**src/rtl/core/bur_pkg.sv**
```systemverilog
`timescale 1ns / 1ps
`default_nettype none
// ----------------------------------------------------------------------------
// bur_pkg
// Shared types and constants of the budgeted undo/redo history.
// ----------------------------------------------------------------------------
package bur_pkg;

    localparam int DEF_HISTORY_DEPTH = 64;

    localparam int ME_W   = 6;   // max_entries, entry_count and cursor_pos width
    localparam int COST_W = 32;  // byte cost, byte budget and byte total width
    localparam int VER_W  = 64;  // version count width
    localparam int CMD_W  = 3;
    localparam int CFG_IDX_W = 1;

    localparam logic [ME_W-1:0]   RST_MAX_ENTRIES = 6'd63;
    localparam logic [COST_W-1:0] RST_MAX_BYTES   = 32'd1048576;

    localparam logic [CFG_IDX_W-1:0] CFG_MAX_ENTRIES = 1'b0;
    localparam logic [CFG_IDX_W-1:0] CFG_MAX_BYTES   = 1'b1;

    typedef enum logic [CMD_W-1:0] {
        CMD_EXECUTE = 3'd0,
        CMD_UNDO    = 3'd1,
        CMD_REDO    = 3'd2,
        CMD_CLEAR   = 3'd3,
        CMD_TRIM    = 3'd4
    } t_cmd;

    typedef struct packed {
        logic [ME_W-1:0]   max_entries;
        logic [COST_W-1:0] max_bytes;
    } t_cfg;

    typedef struct packed {
        logic              accepted;
        logic [ME_W-1:0]   entry_count;
        logic [ME_W-1:0]   cursor_pos;
        logic [COST_W-1:0] bytes_used;
        logic [VER_W-1:0]  change_count;
        logic              can_undo;
        logic              can_redo;
    } t_result;

endpackage
`default_nettype wire

```
**src/rtl/core/bur_ram.sv**
```systemverilog
`timescale 1ns / 1ps
`default_nettype none
// ----------------------------------------------------------------------------
// bur_ram
// Generic simple dual-port RAM: one write port, one read port, registered read.
// ----------------------------------------------------------------------------
module bur_ram #(
    parameter int WIDTH = 32,
    parameter int DEPTH = 64
) (
    input  wire logic                     i_clk,
    input  wire logic                     i_we,
    input  wire logic [$clog2(DEPTH)-1:0] i_waddr,
    input  wire logic [WIDTH-1:0]         i_wdata,
    input  wire logic [$clog2(DEPTH)-1:0] i_raddr,
    output logic      [WIDTH-1:0]         o_rdata
);

    logic [WIDTH-1:0] r_mem [DEPTH];

    always_ff @(posedge i_clk) begin
        if (i_we) begin
            r_mem[i_waddr] <= i_wdata;
        end
        o_rdata <= r_mem[i_raddr];
    end

endmodule
`default_nettype wire

```
**src/rtl/core/bur_ctrl.sv**
```systemverilog
`timescale 1ns / 1ps
`default_nettype none
// ----------------------------------------------------------------------------
// bur_ctrl
// Command sequencer: holds the cursor, count and totals, and walks the cost
// ring to drop the redo tail and evict the oldest entries.
// ----------------------------------------------------------------------------
module bur_ctrl #(
    parameter int HISTORY_DEPTH = bur_pkg::DEF_HISTORY_DEPTH
) (
    input  wire logic                             i_clk,
    input  wire logic                             i_rst_n,
    input  wire bur_pkg::t_cfg                    i_cfg,
    input  wire logic                             i_in_valid,
    output logic                                  o_in_ready,
    input  wire logic [bur_pkg::CMD_W-1:0]        i_command,
    input  wire logic [bur_pkg::COST_W-1:0]       i_entry_cost,
    input  wire logic                             i_action_ok,
    output logic                                  o_res_valid,
    input  wire logic                             i_res_ready,
    output bur_pkg::t_result                      o_res,
    output logic                                  o_ram_we,
    output logic [$clog2(HISTORY_DEPTH)-1:0]      o_ram_waddr,
    output logic [bur_pkg::COST_W-1:0]            o_ram_wdata,
    output logic [$clog2(HISTORY_DEPTH)-1:0]      o_ram_raddr,
    input  wire logic [bur_pkg::COST_W-1:0]       i_ram_rdata
);

    localparam int IW = $clog2(HISTORY_DEPTH);
    localparam int CW = $clog2(HISTORY_DEPTH + 1);
    localparam int LW = (CW > bur_pkg::ME_W) ? CW : bur_pkg::ME_W;
    localparam int TW = bur_pkg::COST_W + 1;

    localparam logic [IW:0]   DEPTH_X   = (IW + 1)'(HISTORY_DEPTH);
    localparam logic [LW-1:0] DEPTH_L   = LW'(HISTORY_DEPTH);
    localparam logic [CW-1:0] DEPTH_C   = CW'(HISTORY_DEPTH);
    localparam logic [IW-1:0] LAST_SLOT = IW'(HISTORY_DEPTH - 1);

    typedef enum logic [2:0] {
        S_IDLE,
        S_TAIL,
        S_APPEND,
        S_EVICT,
        S_BUD_CHK,
        S_DONE
    } t_state;

    t_state                      r_state, n_state;
    logic [IW-1:0]               r_oldest, n_oldest;
    logic [CW-1:0]               r_count, n_count;
    logic [CW-1:0]               r_cursor, n_cursor;
    logic [TW-1:0]               r_total, n_total;
    logic [bur_pkg::VER_W-1:0]   r_version, n_version;
    logic                        r_acc, n_acc;
    logic                        r_pend, n_pend;
    logic                        r_bud, n_bud;
    logic [bur_pkg::COST_W-1:0]  r_cost, n_cost;

    logic [IW:0]     tail_sum, app_sum;
    logic [IW-1:0]   tail_slot, app_slot, oldest_nxt;
    logic [LW-1:0]   me_l, lim;
    logic            over_budget, exec_ok;

    // Ring slot of an offset from the oldest entry; the sum stays below twice the depth.
    assign tail_sum   = (IW + 1)'(r_oldest) + (IW + 1)'(CW'(r_count - CW'(1)));
    assign app_sum    = (IW + 1)'(r_oldest) + (IW + 1)'(r_count);
    assign tail_slot  = (tail_sum >= DEPTH_X) ? IW'(tail_sum - DEPTH_X) : IW'(tail_sum);
    assign app_slot   = (app_sum >= DEPTH_X) ? IW'(app_sum - DEPTH_X) : IW'(app_sum);
    assign oldest_nxt = (r_oldest == LAST_SLOT) ? '0 : IW'(r_oldest + IW'(1));

    assign me_l = LW'(i_cfg.max_entries);
    assign lim  = (me_l < DEPTH_L) ? me_l : DEPTH_L;
    assign over_budget = (r_count != '0) &&
                         ((LW'(r_count) > lim) || (r_total > TW'(i_cfg.max_bytes)));

    assign exec_ok = (i_cfg.max_entries != '0) && (i_cfg.max_bytes != '0) &&
                     (i_entry_cost != '0) && (i_entry_cost <= i_cfg.max_bytes) &&
                     i_action_ok;

    always_comb begin
        n_state   = r_state;
        n_oldest  = r_oldest;
        n_count   = r_count;
        n_cursor  = r_cursor;
        n_total   = r_total;
        n_version = r_version;
        n_acc     = r_acc;
        n_pend    = r_pend;
        n_bud     = r_bud;
        n_cost    = r_cost;
        o_ram_we    = 1'b0;
        o_ram_waddr = app_slot;
        o_ram_wdata = r_cost;
        o_ram_raddr = r_oldest;

        unique case (r_state)
            S_IDLE: begin
                if (i_in_valid) begin
                    n_cost = i_entry_cost;
                    n_acc  = 1'b0;
                    n_state = S_DONE;
                    unique case (i_command)
                        bur_pkg::CMD_EXECUTE: begin
                            if (exec_ok) begin
                                n_pend  = 1'b0;
                                n_state = S_TAIL;
                            end
                        end
                        bur_pkg::CMD_UNDO: begin
                            if ((r_cursor != '0) && i_action_ok) begin
                                n_cursor  = CW'(r_cursor - CW'(1));
                                n_version = r_version + 1'b1;
                                n_acc     = 1'b1;
                            end
                        end
                        bur_pkg::CMD_REDO: begin
                            if ((r_cursor < r_count) && i_action_ok) begin
                                n_cursor  = CW'(r_cursor + CW'(1));
                                n_version = r_version + 1'b1;
                                n_acc     = 1'b1;
                            end
                        end
                        bur_pkg::CMD_CLEAR: begin
                            n_oldest  = '0;
                            n_count   = '0;
                            n_cursor  = '0;
                            n_total   = '0;
                            n_version = r_version + 1'b1;
                            n_acc     = 1'b1;
                        end
                        bur_pkg::CMD_TRIM: begin
                            n_acc   = 1'b1;
                            n_state = S_BUD_CHK;
                        end
                        default: begin
                        end
                    endcase
                end
            end
            S_TAIL: begin
                // Reads of the redo tail run one ahead of the subtraction.
                if (r_pend) begin
                    n_total = r_total - TW'(i_ram_rdata);
                end
                if (r_count > r_cursor) begin
                    o_ram_raddr = tail_slot;
                    n_count = CW'(r_count - CW'(1));
                    n_pend  = 1'b1;
                end else begin
                    n_pend  = 1'b0;
                    n_state = S_APPEND;
                end
            end
            S_APPEND: begin
                if (r_count == DEPTH_C) begin
                    o_ram_raddr = r_oldest;
                    n_bud   = 1'b0;
                    n_state = S_EVICT;
                end else begin
                    o_ram_we  = 1'b1;
                    n_count   = CW'(r_count + CW'(1));
                    n_cursor  = CW'(r_count + CW'(1));
                    n_total   = r_total + TW'(r_cost);
                    n_version = r_version + 1'b1;
                    n_acc     = 1'b1;
                    n_state   = S_BUD_CHK;
                end
            end
            S_EVICT: begin
                n_total  = r_total - TW'(i_ram_rdata);
                n_oldest = oldest_nxt;
                n_count  = CW'(r_count - CW'(1));
                if (r_cursor != '0) begin
                    n_cursor = CW'(r_cursor - CW'(1));
                end
                n_state = r_bud ? S_BUD_CHK : S_APPEND;
            end
            S_BUD_CHK: begin
                if (over_budget) begin
                    o_ram_raddr = r_oldest;
                    n_bud   = 1'b1;
                    n_state = S_EVICT;
                end else begin
                    n_state = S_DONE;
                end
            end
            S_DONE: begin
                if (i_res_ready) begin
                    n_state = S_IDLE;
                end
            end
            default: begin
                n_state = S_IDLE;
            end
        endcase
    end

    always_ff @(posedge i_clk) begin
        if (!i_rst_n) begin
            r_state   <= S_IDLE;
            r_oldest  <= '0;
            r_count   <= '0;
            r_cursor  <= '0;
            r_total   <= '0;
            r_version <= '0;
            r_acc     <= 1'b0;
            r_pend    <= 1'b0;
            r_bud     <= 1'b0;
        end else begin
            r_state   <= n_state;
            r_oldest  <= n_oldest;
            r_count   <= n_count;
            r_cursor  <= n_cursor;
            r_total   <= n_total;
            r_version <= n_version;
            r_acc     <= n_acc;
            r_pend    <= n_pend;
            r_bud     <= n_bud;
        end
        r_cost <= n_cost;
    end

    assign o_in_ready  = (r_state == S_IDLE);
    assign o_res_valid = (r_state == S_DONE);

    always_comb begin
        o_res.accepted     = r_acc;
        o_res.entry_count  = bur_pkg::ME_W'(r_count);
        o_res.cursor_pos   = bur_pkg::ME_W'(r_cursor);
        o_res.bytes_used   = r_total[bur_pkg::COST_W-1:0];
        o_res.change_count = r_version;
        o_res.can_undo     = (r_cursor != '0);
        o_res.can_redo     = (r_cursor < r_count);
    end

    a_cursor_in_range: assert property (@(posedge i_clk) disable iff (!i_rst_n)
        r_cursor <= r_count)
        else $error("undo cursor above entry count");

    a_count_in_range: assert property (@(posedge i_clk) disable iff (!i_rst_n)
        r_count <= DEPTH_C)
        else $error("entry count above history depth");

    a_write_only_append: assert property (@(posedge i_clk) disable iff (!i_rst_n)
        o_ram_we |-> (r_state == S_APPEND) && (r_count < DEPTH_C))
        else $error("ring written outside an append or into a full ring");

    a_total_fits_idle: assert property (@(posedge i_clk) disable iff (!i_rst_n)
        (r_state == S_IDLE) |-> !r_total[TW-1])
        else $error("byte total left above 32 bits");

    a_done_after_budget: assert property (@(posedge i_clk) disable iff (!i_rst_n)
        (r_state == S_BUD_CHK) && !over_budget |=> (r_state == S_DONE))
        else $error("budget check did not finish the request");

endmodule
`default_nettype wire

```
**src/rtl/core/budgeted_undo_redo_history.sv**
```systemverilog
`timescale 1ns / 1ps
`default_nettype none
// ----------------------------------------------------------------------------
// budgeted_undo_redo_history
// Undo/redo history of entry byte costs held in a ring RAM, with entry-count
// and byte budgets.
// ----------------------------------------------------------------------------
// Usage: a request on the input channel carries a command (execute, undo, redo,
// clear, trim), an entry cost and the external action status. Each request
// gives exactly one result with the new count, cursor, byte total, version
// and undo/redo flags. The block works on one request at a time.
// Undo, redo, clear, rejected and unknown commands go straight to the result;
// trim runs the budget check and its evictions; execute drops the redo tail,
// appends (evicting the oldest entry first when the ring is full) and then
// runs the budget check. The cost ring RAM has a registered read, so tail
// drops are pipelined one read ahead, while each budget eviction waits for
// its read.
// A new request is taken the cycle after a result is handed to the output
// register, even while that result still waits to be taken. A stalled
// receiver holds the next result inside the block and the input stays closed.
// The configuration port is always ready; writes take effect at once and do
// not trim. Reset empties the history and loads the register defaults; it
// needs no clearing pass.
// ----------------------------------------------------------------------------
module budgeted_undo_redo_history #(
    parameter int HISTORY_DEPTH = bur_pkg::DEF_HISTORY_DEPTH
) (
    input  wire logic                              i_clk,
    input  wire logic                              i_rst_n,
    input  wire logic                              i_cfg_valid,
    output logic                                   o_cfg_ready,
    input  wire logic [bur_pkg::CFG_IDX_W-1:0]     i_cfg_index,
    input  wire logic [bur_pkg::COST_W-1:0]        i_cfg_data,
    input  wire logic                              i_in_valid,
    output logic                                   o_in_ready,
    input  wire logic [bur_pkg::CMD_W-1:0]         i_command,
    input  wire logic [bur_pkg::COST_W-1:0]        i_entry_cost,
    input  wire logic                              i_action_ok,
    output logic                                   o_out_valid,
    input  wire logic                              i_out_ready,
    output logic                                   o_accepted,
    output logic [bur_pkg::ME_W-1:0]               o_entry_count,
    output logic [bur_pkg::ME_W-1:0]               o_cursor_pos,
    output logic [bur_pkg::COST_W-1:0]             o_bytes_used,
    output logic [bur_pkg::VER_W-1:0]              o_change_count,
    output logic                                   o_can_undo,
    output logic                                   o_can_redo
);

    localparam int IW = $clog2(HISTORY_DEPTH);

    bur_pkg::t_cfg     r_cfg;
    bur_pkg::t_result  r_out;
    logic              r_out_valid;

    bur_pkg::t_result  res;
    logic              res_valid, res_ready;
    logic              ram_we;
    logic [IW-1:0]     ram_waddr, ram_raddr;
    logic [bur_pkg::COST_W-1:0] ram_wdata, ram_rdata;

    assign o_cfg_ready = 1'b1;

    always_ff @(posedge i_clk) begin
        if (!i_rst_n) begin
            r_cfg.max_entries <= bur_pkg::RST_MAX_ENTRIES;
            r_cfg.max_bytes   <= bur_pkg::RST_MAX_BYTES;
        end else if (i_cfg_valid) begin
            unique case (i_cfg_index)
                bur_pkg::CFG_MAX_ENTRIES: r_cfg.max_entries <= i_cfg_data[bur_pkg::ME_W-1:0];
                bur_pkg::CFG_MAX_BYTES:   r_cfg.max_bytes   <= i_cfg_data;
                default: begin
                end
            endcase
        end
    end

    bur_ram #(
        .WIDTH (bur_pkg::COST_W),
        .DEPTH (HISTORY_DEPTH)
    ) u_ring (
        .i_clk   (i_clk),
        .i_we    (ram_we),
        .i_waddr (ram_waddr),
        .i_wdata (ram_wdata),
        .i_raddr (ram_raddr),
        .o_rdata (ram_rdata)
    );

    bur_ctrl #(
        .HISTORY_DEPTH (HISTORY_DEPTH)
    ) u_ctrl (
        .i_clk        (i_clk),
        .i_rst_n      (i_rst_n),
        .i_cfg        (r_cfg),
        .i_in_valid   (i_in_valid),
        .o_in_ready   (o_in_ready),
        .i_command    (i_command),
        .i_entry_cost (i_entry_cost),
        .i_action_ok  (i_action_ok),
        .o_res_valid  (res_valid),
        .i_res_ready  (res_ready),
        .o_res        (res),
        .o_ram_we     (ram_we),
        .o_ram_waddr  (ram_waddr),
        .o_ram_wdata  (ram_wdata),
        .o_ram_raddr  (ram_raddr),
        .i_ram_rdata  (ram_rdata)
    );

    // Output register: takes a new result when empty or being drained.
    assign res_ready = !r_out_valid || i_out_ready;

    always_ff @(posedge i_clk) begin
        if (!i_rst_n) begin
            r_out_valid <= 1'b0;
        end else if (res_ready) begin
            r_out_valid <= res_valid;
        end
        if (res_ready && res_valid) begin
            r_out <= res;
        end
    end

    assign o_out_valid    = r_out_valid;
    assign o_accepted     = r_out.accepted;
    assign o_entry_count  = r_out.entry_count;
    assign o_cursor_pos   = r_out.cursor_pos;
    assign o_bytes_used   = r_out.bytes_used;
    assign o_change_count = r_out.change_count;
    assign o_can_undo     = r_out.can_undo;
    assign o_can_redo     = r_out.can_redo;

endmodule
`default_nettype wire

```
**config.mk**
```make
export PLATFORM = sky130hd
export DESIGN_NAME = budgeted_undo_redo_history
export DESIGN_NICKNAME = d
export VERILOG_FILES = /design/src/rtl/core/bur_pkg.sv /design/src/rtl/core/bur_ram.sv /design/src/rtl/core/bur_ctrl.sv /design/src/rtl/core/budgeted_undo_redo_history.sv
export SDC_FILE = /design/constraint.sdc
export NUM_CORES = 2
export LEC_CHECK = 0
export BUFFER_PORTS_ARGS = -buffer_cell sky130_fd_sc_hd__buf_2
export CAP_MARGIN = 20
export CORE_MARGIN = 4
export CORE_UTILIZATION = 60
export CTS_CLUSTER_SIZE = 14
export DETAILED_ROUTE_END_ITERATION = 8
export PLACE_DENSITY_LB_ADDON = 0.1
export SYNTH_ARGS = -nofsm -noshare
export SYNTH_HDL_FRONTEND = slang
export SYNTH_SLANG_ARGS = --single-unit
```
**constraint.sdc**
```tcl
create_clock -name i_clk -period 8.5 [get_ports i_clk]
set_clock_uncertainty 0.1 [all_clocks]
set_input_delay 2.125 -clock i_clk [delete_from_list [all_inputs] [get_ports i_clk]]
set_output_delay 2.125 -clock i_clk [all_outputs]
set_load 0.03 [all_outputs]
```
==> metrics <==
Min Hold Slack roughly 0.36 ns; I/O Pins ~190; final hold viol count 0; port bufs about 190; Seq cells post-synth 2,385; peak supply drop around 0.55 mV; Pint roughly 0.023 W; DRC Markers 0; syn avg cell area between 10 and 15 um^2; Pleak approximately 38 nW; Die Ht slightly above 400 um; fraction of layout cells with a size suffix above 1 9.34%; Slew Viols, Final 0; Sw Pwr around 0.014 W; DRT iter0 DRCs between 10,000 and 15,000; CP Data Arrival Time around 6.5 ns; post-DP HPWL 150,000 um; worst setup margin approximately 2.7 ns; post-place setup slack 2.68 ns; met2 Use GR just over 50%; Tot GR Track Use between 30 and 40%; mapped cell area slightly below 100,000 um^2; register area around 70,000 um^2; CTS buffer count roughly 230; M1 GR Usage 45.7%; GRT met3 Usage about 6.5%; Final Cycle Share around 70%; status finished clean; Cell Rows 147; largest cells by area after synthesis edfxtp_1, nand2_1, nand3_1; Setup Fix Bufs, Post-CTS 0; Syn. warnings 0; vias in the first global route ~62,000; Critical Path Start u_ctrl.r_count[4]; critical path class register to register; Post-synth ARST share 0%; Tmin final 5.81 ns; CTS max path bufs 3; final antenna-violating net count 0; setup TNS 0 ns; largest area contributor in the netlist edfxtp_1; RSZ-0062 raised after global routing no; initial antenna violation count 28; grt ovf 0; register area share after synthesis a little under three quarters; clock sinks around 2,400; post-synth top area share roughly two thirds; power density over the cells ~340 nW/um^2; Max FO, Critical Path 71; number of flops mapped to enable cells by yosys between 2,000 and 2,500; CTS Hold Bufs 0; first-pass GRT wire length 408,000 um; Initial Util 60.5%; PostCTS Resize Cnt 0; final wirelength 282,000 um; nets around 8,300; core area around 160,000 um^2; Clk pwr share a little over a quarter; critical path capture point type register; Achievable Freq approximately 0.17 GHz; sequential group share of total power 38.5%; first drt pass iteration count 6; library cells used by synthesis 81; beginning of the worst register-to-register path u_ctrl.r_count[4]; syn_nets roughly 8,000; # fillers around 11,000; Tightest Pin Transition 1.13 ns; DR vias roughly 67,000; worst path required time ~9 ns; Max Cap Viol 0; CTS H-tree depth 4; Slew headroom between 20% and 30%; Top FF cell, synth edfxtp_1; FF-to-FF setup slack 2.69 ns; combinational power share between 30% and 40%; CP startpoint kind register; Area growth syn-to-layout 11.4%; clk slew on worst S/H paths about 0.060 ns; Wirelength per Cell ~27 um; Final GP Congestion 0.909; HP Class register to register; # setup viols final 0; via-per-instance ratio between 6 and 7; CTS Root Cell clkbuf_16; CTS tree yes; Die Area roughly 170,000 um^2; post-synthesis instance total around 8,000; largest net degree at the start of global routing about 210; global route hottest layer met2; Switching Fraction 38.2%; die width 411 um; hold_sp u_ctrl.r_acc; multi-input logic area approximately 26,000 um^2; Clock Latency Late Sink between 0.8 and 0.9 ns
final timing paths:
path                                           end  depth (start not counted)
worst min-delay path                    o_accepted                          0
worst min register to register          o_accepted                          0
worst max-delay path            u_ring.o_rdata[13]                         14
worst max register to register  u_ring.o_rdata[13]                         14
placed cells by master (no fill, tap or decap), types with 9 or more instances in the layout:
master,count
xnor2_1,69
xor2_1,62
nor3_1,40
and2_1,19
clkbuf_1,58
inv_1,73
o21ai_0,79
a21o_1,46
dfxtp_1,194
o211ai_1,15
a41oi_1,128
buf_2,186
nand2_1,2243
nor2_1,159
or4_1,37
and3_1,23
ha_1,126
clkinv_1,42
nor2_4,65
diode_2,22
clkinv_2,47
nand3_1,1599
bufinv_16,16
edfxtp_1,2191
a22oi_1,20
a211oi_1,9
or3_1,20
buf_12,20
clkbuf_8,18
nor4_1,28
clkbuf_16,231
a21oi_1,135
nand4_1,41
o21a_1,11
nor2b_1,12
buf_4,135
final cells by class:
type                            count  share of cell area, %
Sequential cell                  2385                   64.2
Multi-Input combinational cell   5110                   23.9
Clock buffer                      307                   5.76
Tap cell                         2160                   2.49
Timing Repair Buffer              342                   2.19
Clock inverter                    125                   1.13
Inverter                           75                  0.262
Antenna cell                       22                 0.0507
cell families after synthesis:
group                      after synthesis  share of synthesized area (%)
AOI/OAI and AO/OA                      508                           3.60
xor gates and xnor gates               131                           1.18
other                                    1                        0.00385
muxes                                    7                         0.0783
buffers and inverters                  543                           2.39
DFF                                   2385                           71.5
and+or+nand+nor                       4334                           19.5
adders and majority gates              129                           1.68
Yosys cell counts (12+ instances only):
| master | count |
|---|---|
| nand4_1 | 41 |
| dfxtp_1 | 194 |
| buf_2 | 188 |
| nand3_1 | 1599 |
| xor2_1 | 62 |
| ha_1 | 126 |
| o21a_1 | 12 |
| and3_1 | 24 |
| a22oi_1 | 20 |
| o211ai_1 | 15 |
| nor2b_1 | 15 |
| xnor2_1 | 69 |
| clkbuf_1 | 233 |
| o21ai_0 | 79 |
| nor2_1 | 224 |
| nor4_1 | 28 |
| a21o_1 | 46 |
| a21oi_1 | 135 |
| nand2_1 | 2244 |
| or4_1 | 37 |
| edfxtp_1 | 2191 |
| or3_1 | 20 |
| and2_1 | 20 |
| buf_1 | 37 |
| a41oi_1 | 128 |
| nor3_1 | 40 |
| inv_1 | 73 |
registers in the layout, indices dropped and copies added (netlist names):
| signal | count |
|---|---|
| o_accepted | 1 |
| o_bytes_used | 32 |
| o_can_redo | 1 |
| o_can_undo | 1 |
| o_change_count | 64 |
| o_cursor_pos | 6 |
| o_entry_count | 6 |
| o_out_valid | 1 |
| r_cfg | 38 |
| u_ctrl.o_ram_wdata | 32 |
| u_ctrl.r_acc | 1 |
| u_ctrl.r_bud | 1 |
| u_ctrl.r_count | 7 |
| u_ctrl.r_cursor | 7 |
| u_ctrl.r_oldest | 6 |
| u_ctrl.r_pend | 1 |
| u_ctrl.r_state | 3 |
| u_ctrl.r_total | 33 |
| u_ctrl.r_version | 64 |
| u_ring.o_rdata | 32 |
| u_ring.r_mem | 2048 |
per-stage QoR:
step	instance area (um^2)	instances	utilization, %	power, W
floorplan	97400	8038	-	0.0225
global placement	101000	10100	62.7	0.0264
detailed placement	101000	10100	62.7	0.0266
CTS	108000	10500	67.4	0.0366
global route	109000	10500	67.4	0.0383
finish	109000	10500	67.4	0.0367
power by group through the flow:
stage | Sequential [W] | Clock (W) | Combinational (W)
2_1_floorplan | 0.0145 | 0 | 0.00799
3_3_place_gp | 0.0144 | 0 | 0.0121
3_5_place_dp | 0.0144 | 0 | 0.0123
4_1_cts | 0.0141 | 0.0101 | 0.0123
5_1_grt | 0.0141 | 0.0106 | 0.0135
6_report | 0.0141 | 0.0101 | 0.0125
worst max-delay path, cell delays in order, from the launching register on:
cell,delay [ns]
dfxtp_1,0.58
inv_1,0.20
ha_1,0.34
a21o_1,0.16
a21o_1,0.17
a21oi_1,0.37
o211ai_4,0.30
mux2i_4,0.76
buf_4,0.78
buf_4,0.60
nand2_1,0.13
nand3_1,0.12
nand3_1,0.10
a41oi_1,0.77
or4_1,0.23
layer usage:
layer | vias up | routed length (um)
met4 | 10 | 12600
met2 | 4055 | 129000
li1 | 29300 | -
met5 | - | 70
met1 | 32500 | 107000
met3 | 624 | 33300
Power figures use the tool's default switching activity.
